### config.mk
export PLATFORM = sky130hd
export DESIGN_NAME = contiguous_block_allocator_unit
export DESIGN_NICKNAME = d
export VERILOG_FILES = /design/src/hdl/cba_pkg.sv /design/src/hdl/contiguous_block_allocator_unit.sv
export SDC_FILE = /design/constraint.sdc
export NUM_CORES = 1
export LEC_CHECK = 0
export ABC_AREA = 1
export BUFFER_PORTS_ARGS = -buffer_cell sky130_fd_sc_hd__buf_2
export CAP_MARGIN = 20
export CORE_MARGIN = 10
export CORE_UTILIZATION = 30
export DETAILED_ROUTE_END_ITERATION = 6
export GPL_TIMING_DRIVEN = 1
export PLACE_DENSITY_LB_ADDON = 0.2
export SKIP_LAST_GASP = 1
export SLEW_MARGIN = 10
export SYNTH_ARGS = -nofsm -noshare
export SYNTH_HDL_FRONTEND = slang
export SYNTH_SLANG_ARGS = --single-unit
### constraint.sdc
create_clock -name clk -period 10.6 [get_ports clk]
set_input_delay 0 -clock clk [delete_from_list [all_inputs] [get_ports clk]]
set_output_delay 0 -clock clk [all_outputs]
set_load 0.1 [all_outputs]
### src/hdl/cba_pkg.sv
`timescale 1ns / 1ps
// ----------------------------------------------------------------------------
// cba_pkg
// shared constants, word types and codes of the first-fit block allocator
// ----------------------------------------------------------------------------
package cba_pkg;

  // heap geometry
  localparam int NUM_BLOCKS  = 64;
  localparam int BLOCK_BYTES = 32;
  localparam int HEAP_BYTES  = NUM_BLOCKS * BLOCK_BYTES;
  localparam int BLK_SHIFT   = $clog2(BLOCK_BYTES);
  localparam int IDX_W       = $clog2(NUM_BLOCKS);
  localparam int CNT_W       = $clog2(NUM_BLOCKS + 1);

  // field widths
  localparam int SIZE_W  = 16;
  localparam int OFF_W   = 11;
  localparam int BYTES_W = 12;

  // operation codes
  localparam logic OP_ALLOC   = 1'b0;
  localparam logic OP_RELEASE = 1'b1;

  typedef enum logic [1:0] {
    STAT_OK       = 2'd0,
    STAT_ZERO     = 2'd1,
    STAT_NOSPACE  = 2'd2,
    STAT_NOTSTART = 2'd3
  } status_t;

  typedef enum logic [2:0] {
    S_IDLE,
    S_SCAN,
    S_MARK,
    S_RDLEN,
    S_FREE,
    S_EMIT
  } state_t;

  typedef struct packed {
    logic              op;
    logic [SIZE_W-1:0] size_bytes;
    logic [OFF_W-1:0]  release_offset;
  } req_word_t;

  typedef struct packed {
    status_t            status;
    logic [OFF_W-1:0]   alloc_offset;
    logic [BYTES_W-1:0] free_bytes;
    logic [BYTES_W-1:0] used_bytes;
  } rsp_word_t;

endpackage

### src/hdl/contiguous_block_allocator_unit.sv
// allocate: a request rejected at decode goes straight to the result; else the
// first-fit scan reads one bit of the block map per cycle, then the mark pass
// clears one block per cycle; a failed scan runs to the end of the map.
// release: a reject goes to the result; else free the run, one block per cycle.
// one word in flight; the next request is taken the cycle after a result loads.
// reset (rst, synchronous): every block free, no live runs, output empty.
`timescale 1ns / 1ps
// ----------------------------------------------------------------------------
// contiguous_block_allocator_unit
// first-fit allocator over a heap of fixed-size blocks, bit-serial map scan
// ----------------------------------------------------------------------------
module contiguous_block_allocator_unit (
  input  logic               clk,
  input  logic               rst,
  input  logic               req_valid,
  output logic               req_ready,
  input  cba_pkg::req_word_t req,
  output logic               rsp_valid,
  input  logic               rsp_ready,
  output cba_pkg::rsp_word_t rsp
);

  localparam int CNT_W = cba_pkg::CNT_W;
  localparam int IDX_W = cba_pkg::IDX_W;
  localparam int NEED_W = cba_pkg::SIZE_W + 1;

  cba_pkg::state_t  state, state_next;
  logic [CNT_W-1:0] cnt;
  logic [CNT_W-1:0] run_len;
  logic [CNT_W-1:0] need;
  logic [CNT_W-1:0] rem;
  logic [CNT_W-1:0] free_count;
  logic [IDX_W-1:0] start_idx;
  logic [cba_pkg::NUM_BLOCKS-1:0] free_map;
  logic [cba_pkg::NUM_BLOCKS-1:0] start_map;
  cba_pkg::status_t res_status;
  logic [cba_pkg::OFF_W-1:0] res_offset;

  // run length store, read at the requested release index
  logic [CNT_W-1:0] len_mem [cba_pkg::NUM_BLOCKS];
  logic [CNT_W-1:0] len_rd;
  logic             len_we;

  logic req_acc;
  logic rsp_load;

  // request decode
  logic [NEED_W-1:0]         need_w;
  logic                      size_zero;
  logic                      need_big;
  logic [cba_pkg::OFF_W-1:0] rel_idx_full;
  logic [IDX_W-1:0]          rel_idx;
  logic                      rel_ok;

  assign need_w = NEED_W'(req.size_bytes >> cba_pkg::BLK_SHIFT)
                + NEED_W'((req.size_bytes % cba_pkg::BLOCK_BYTES) != 0);
  assign size_zero = (req.size_bytes == '0);
  assign need_big  = (need_w > NEED_W'(cba_pkg::NUM_BLOCKS));
  assign rel_idx_full = req.release_offset >> cba_pkg::BLK_SHIFT;
  assign rel_idx      = rel_idx_full[IDX_W-1:0];
  assign rel_ok = ((req.release_offset % cba_pkg::BLOCK_BYTES) == 0)
               && (rel_idx_full < cba_pkg::OFF_W'(cba_pkg::NUM_BLOCKS))
               && !free_map[rel_idx] && start_map[rel_idx];

  // scan and free pass decode
  logic             scan_end;
  logic             scan_free;
  logic             scan_hit;
  logic [IDX_W-1:0] hit_start;
  logic             free_done;

  assign scan_end  = (cnt == CNT_W'(cba_pkg::NUM_BLOCKS));
  assign scan_free = free_map[cnt[IDX_W-1:0]];
  assign scan_hit  = !scan_end && scan_free && (CNT_W'(run_len + 1'b1) == need);
  assign hit_start = (run_len == '0) ? cnt[IDX_W-1:0] : start_idx;
  assign free_done = (rem == '0) || scan_end;

  // state register
  always_ff @(posedge clk) begin
    if (rst) begin
      state <= cba_pkg::S_IDLE;
    end else begin
      state <= state_next;
    end
  end

  // next state and handshake
  always_comb begin
    state_next = state;
    req_ready  = (state == cba_pkg::S_IDLE);
    req_acc    = req_valid && req_ready;
    rsp_load   = 1'b0;
    len_we     = 1'b0;
    unique case (state)
      cba_pkg::S_IDLE: begin
        if (req_acc) begin
          if (req.op == cba_pkg::OP_ALLOC) begin
            state_next = (size_zero || need_big) ? cba_pkg::S_EMIT : cba_pkg::S_SCAN;
          end else begin
            state_next = rel_ok ? cba_pkg::S_RDLEN : cba_pkg::S_EMIT;
          end
        end
      end
      cba_pkg::S_SCAN: begin
        if (scan_end) begin
          state_next = cba_pkg::S_EMIT;
        end else if (scan_hit) begin
          len_we     = 1'b1;
          state_next = cba_pkg::S_MARK;
        end
      end
      cba_pkg::S_MARK: begin
        if (rem == CNT_W'(1)) state_next = cba_pkg::S_EMIT;
      end
      cba_pkg::S_RDLEN: begin
        state_next = cba_pkg::S_FREE;
      end
      cba_pkg::S_FREE: begin
        if (free_done) state_next = cba_pkg::S_EMIT;
      end
      cba_pkg::S_EMIT: begin
        if (!rsp_valid || rsp_ready) begin
          rsp_load   = 1'b1;
          state_next = cba_pkg::S_IDLE;
        end
      end
      default: begin
        state_next = cba_pkg::S_IDLE;
      end
    endcase
  end

  // run length store
  always_ff @(posedge clk) begin
    if (len_we) len_mem[hit_start] <= need;
    len_rd <= len_mem[rel_idx];
  end

  // block map, counters and result word
  always_ff @(posedge clk) begin
    if (rst) begin
      free_map   <= '1;
      start_map  <= '0;
      free_count <= CNT_W'(cba_pkg::NUM_BLOCKS);
      rsp_valid  <= 1'b0;
    end else begin
      if (rsp_load) begin
        rsp.status       <= res_status;
        rsp.alloc_offset <= res_offset;
        rsp.free_bytes   <= cba_pkg::BYTES_W'(free_count) << cba_pkg::BLK_SHIFT;
        rsp.used_bytes   <= cba_pkg::BYTES_W'(CNT_W'(cba_pkg::NUM_BLOCKS) - free_count)
                            << cba_pkg::BLK_SHIFT;
        rsp_valid        <= 1'b1;
      end else if (rsp_valid && rsp_ready) begin
        rsp_valid <= 1'b0;
      end

      unique case (state)
        // latch the request and its early checks
        cba_pkg::S_IDLE: begin
          if (req_acc) begin
            res_offset <= '0;
            cnt        <= '0;
            run_len    <= '0;
            if (req.op == cba_pkg::OP_ALLOC) begin
              need <= need_w[CNT_W-1:0];
              if (size_zero) begin
                res_status <= cba_pkg::STAT_ZERO;
              end else if (need_big) begin
                res_status <= cba_pkg::STAT_NOSPACE;
              end else begin
                res_status <= cba_pkg::STAT_OK;
              end
            end else begin
              start_idx  <= rel_idx;
              res_status <= rel_ok ? cba_pkg::STAT_OK : cba_pkg::STAT_NOTSTART;
              if (rel_ok) start_map[rel_idx] <= 1'b0;
            end
          end
        end
        // first-fit scan, one block per cycle
        cba_pkg::S_SCAN: begin
          if (scan_end) begin
            res_status <= cba_pkg::STAT_NOSPACE;
          end else if (scan_hit) begin
            start_idx  <= hit_start;
            cnt        <= CNT_W'(hit_start);
            rem        <= need;
            free_count <= free_count - need;
            start_map[hit_start] <= 1'b1;
            res_offset <= cba_pkg::OFF_W'(hit_start) << cba_pkg::BLK_SHIFT;
          end else begin
            cnt <= CNT_W'(cnt + 1'b1);
            if (scan_free) begin
              if (run_len == '0) start_idx <= cnt[IDX_W-1:0];
              run_len <= CNT_W'(run_len + 1'b1);
            end else begin
              run_len <= '0;
            end
          end
        end
        // mark the found run used
        cba_pkg::S_MARK: begin
          free_map[cnt[IDX_W-1:0]] <= 1'b0;
          cnt <= CNT_W'(cnt + 1'b1);
          rem <= rem - 1'b1;
        end
        // run length read back
        cba_pkg::S_RDLEN: begin
          rem <= len_rd;
          cnt <= CNT_W'(start_idx);
        end
        // free the released run, one block per cycle
        cba_pkg::S_FREE: begin
          if (!free_done) begin
            if (!free_map[cnt[IDX_W-1:0]]) begin
              free_map[cnt[IDX_W-1:0]] <= 1'b1;
              free_count <= CNT_W'(free_count + 1'b1);
            end
            cnt <= CNT_W'(cnt + 1'b1);
            rem <= rem - 1'b1;
          end
        end
        cba_pkg::S_EMIT: begin
        end
        default: begin
        end
      endcase
    end
  end

endmodule

==> metrics <==
status=finished, final reports clean; Row Count=116; Wirelength per Cell=22.0 um; vias per inst=5.13; Sinks on Clock Net=657; largest net degree at the start of global routing=88; CP max stage delay=1.02 ns; Post-route DRC=0; Die Ht=338 um; Register-to-Register Path Depth=14; grt total ovfl=0; Final Skew=0.0279 ns; starting density of the core=30.3%; CTS Buffer Depth=3; worst-path fanout max=69; fin nets=3288; Net Switching=2.40 mW; Int Power=4.78 mW; CP endpoint=len_mem[43][1]; CP top delay family=simple AND/OR/NAND/NOR gates; Hold WS=0.0298 ns; Final Critical Period=4.55 ns; area of the mapped netlist=30300 um2; crit end category=flip-flop; Post-synth ARST share=0%; CP Launch Type=flip-flop; HP Class=in -> reg; slew margin rel.=28.4%; DP Area=32000 um2; RePlAce Congestion=0.805; CTS tree=built; most frequent CP cell=nor2_1; I/O Buffers=55; setup ws final=6.05 ns; fmax=220 MHz; Std-Cell Core Area=100000 um2; worst-skew pair later-pin latency=0.64 ns; cell leakage power=13.0 nW; Levels on crit path=14; Setup WS pre-CTS=6.07 ns; Worst EP required=10.86 ns; CP startpoint=cnt[1]; Setup CP Type=reg -> reg; Switching Share=33.4%; fill cell count=10200; first-pass GRT wire length=151000 um; Distinct cells, synth=51; ANT nets after route=0; CTS-repair resized insts=0; hold path startpoint=req_valid; commonest non-fill, non-tap cells in the layout=nand2_1, edfxtp_1, inv_1, nand3_1, nor2_1; fin area=34700 um2; Critical-path top delay cell=edfxtp_1; worst-margin pin slew=1.07 ns; ys flop type=edfxtp_1; r2r startpoint=cnt[1]; hpwl dp=60500 um; Final Util=34.7%; share of layout cells above drive strength 1=10.2%; # hold bufs at CTS=20; syn avg cell area=9.55 um2; Total GRT Usage=17.4%; hold depth=3; Critical path buffers and inverters=3; Synth warnings=0; Comb power frac=22.2%; final setup TNS=0 ns; number of flops mapped to enable cells by yosys=511; reg-to-reg endpoint=len_mem[43][1]; CTS Root Cell=clkbuf_16; commonest non-fill, non-tap cell in the layout=nand2_1; Peak VDD IR=122 uV; Reg power frac=41.3%; DRT iter0 DRCs=2185; final wirelength=101000 um; Die W=338 um; unrepaired setup endpoints after global routing=no; clock transition at the registers of the reported paths=0.06 ns; Slew Limit Fails=0; Post CTS Setup Buffer Count=0; FF-to-FF setup slack=6.05 ns; post-route clock period utilization=42.9%; cts bufs inserted=75; pwr dens=207 nW/um2; Final Hold Vio Count=0; MaxCap Viol Count=0; Max H-tree Level=3; Syn Inst Count=3173; vias in the first global route=22600; via count=23600; Area growth, synth to finish=14.5%; die area=114000 um2; initial antenna violation count=2; Seq/Total Area, Yosys=60.3%; Clock power frac=36.6%; critical path cell sequence=inv_2 -> ha_1 -> nand3_1 -> nor2_1 -> nor2_1 -> nand3_1 -> nor2_1 -> nand3_1 -> nor2_1 -> nand2_1 -> nor2_1 -> inv_2 -> buf_4 -> nor3_1; Synth Register Bits=657; CP arrival=4.81 ns; endpoints failing setup=0; drt pass-1 iters=6; num ports=71
## synth_stat cells (6+ instances only)
library cell  count  area (um2)
nor2_1          251         942
o211ai_1         10        75.1
xor2_1           13         114
buf_1            17        63.8
a21oi_1          24         120
o21bai_1          6        45.0
edfxtp_1        511       15300
nand2_1         807        3030
clkbuf_1         75         282
nand3_1         252        1260
a221oi_1         52         455
buf_4            41         308
o2bb2ai_1         6        52.6
nor3_2            6        60.1
nand3_2          17         170
a22o_1           18         158
nand4_1         130         813
o21ai_1          13        65.1
xnor2_1          11        96.3
buf_2            49         245
o21ai_0         183         916
inv_1           282        1060
ha_1             17         213
a22oi_1          68         510
nor3_1           85         425
inv_2            33         124
dfxtp_1         146        2920
## cell families after synthesis
group	synth area share (%)
other cells	0.0124
fa+ha+maj	0.768
flops	60.3
compound gates	8.56
xor+xnor	0.693
simple gates	22.7
buf+inv	7.01
## power groups by stage
stage	registers, mW	logic, mW	clock network (mW)
floorplan	3.03	1.08	0
global placement	3.02	1.57	0
detailed placement	3.02	1.57	0
CTS	2.96	1.58	2.68
global route	2.97	1.75	2.78
finish	2.96	1.59	2.62
## metrics by stage
step                std cells  power (mW)
floorplan                3187        4.11
global placement         4434        4.59
detailed placement       4435        4.59
CTS                      4590        7.23
global route             4594        7.50
finish                   4595        7.18
## routing by layer
layer	global-route usage (%)	vias up	wire length, um
met1	24.8	11600	46900
li1	-	11100	-
met4	4.02	2	1870
met2	27.7	785	46100
met3	2.43	126	6410
met5	0	-	13
## how the worst min path moves through the flow
stage | to | slack, ns
6_report | need[3] | 0.03
2_1_floorplan | rsp_valid | 0.19
5_1_grt | need[6] | 0.02
4_1_cts | need[6] | 0.007
3_5_place_dp | rsp_valid | 0.34
3_3_place_gp | rsp_valid | 0.32
## worst reg2reg max path, stage by stage, from the launching register on
cell and delay [ns]:
edfxtp_1 1.02, inv_2 0.40, ha_1 0.31, nand3_1 0.10, nor2_1 0.09, nor2_1 0.11
nand3_1 0.07, nor2_1 0.10, nand3_1 0.08, nor2_1 0.09, nand2_1 0.17, nor2_1 0.21
inv_2 0.04, buf_4 0.34, nor3_1 1.06
## flip-flops by register name, indices dropped and copies added, names as in the netlist, named ones only
register / flops
cnt: 7
free_count: 7
len_mem: 448
len_rd: 7
need: 7
rem: 7
res_offset: 6
res_status: 2
rsp: 21
rsp_valid: 1
run_len: 7
start_idx: 6
start_map: 64
state: 3
## cell type report
cell class	count	area (um2)	area share, %
Sequential cell	657	18300	52.6
Multi-Input combinational cell	2029	10000	28.9
Clock buffer	102	2050	5.90
Tap cell	1298	1620	4.68
Inverter	315	1180	3.41
Timing Repair Buffer	160	1100	3.18
Clock inverter	33	439	1.27
Antenna cell	1	2.50	0.00721
Note: power is estimated with default switching activity, not from simulation.
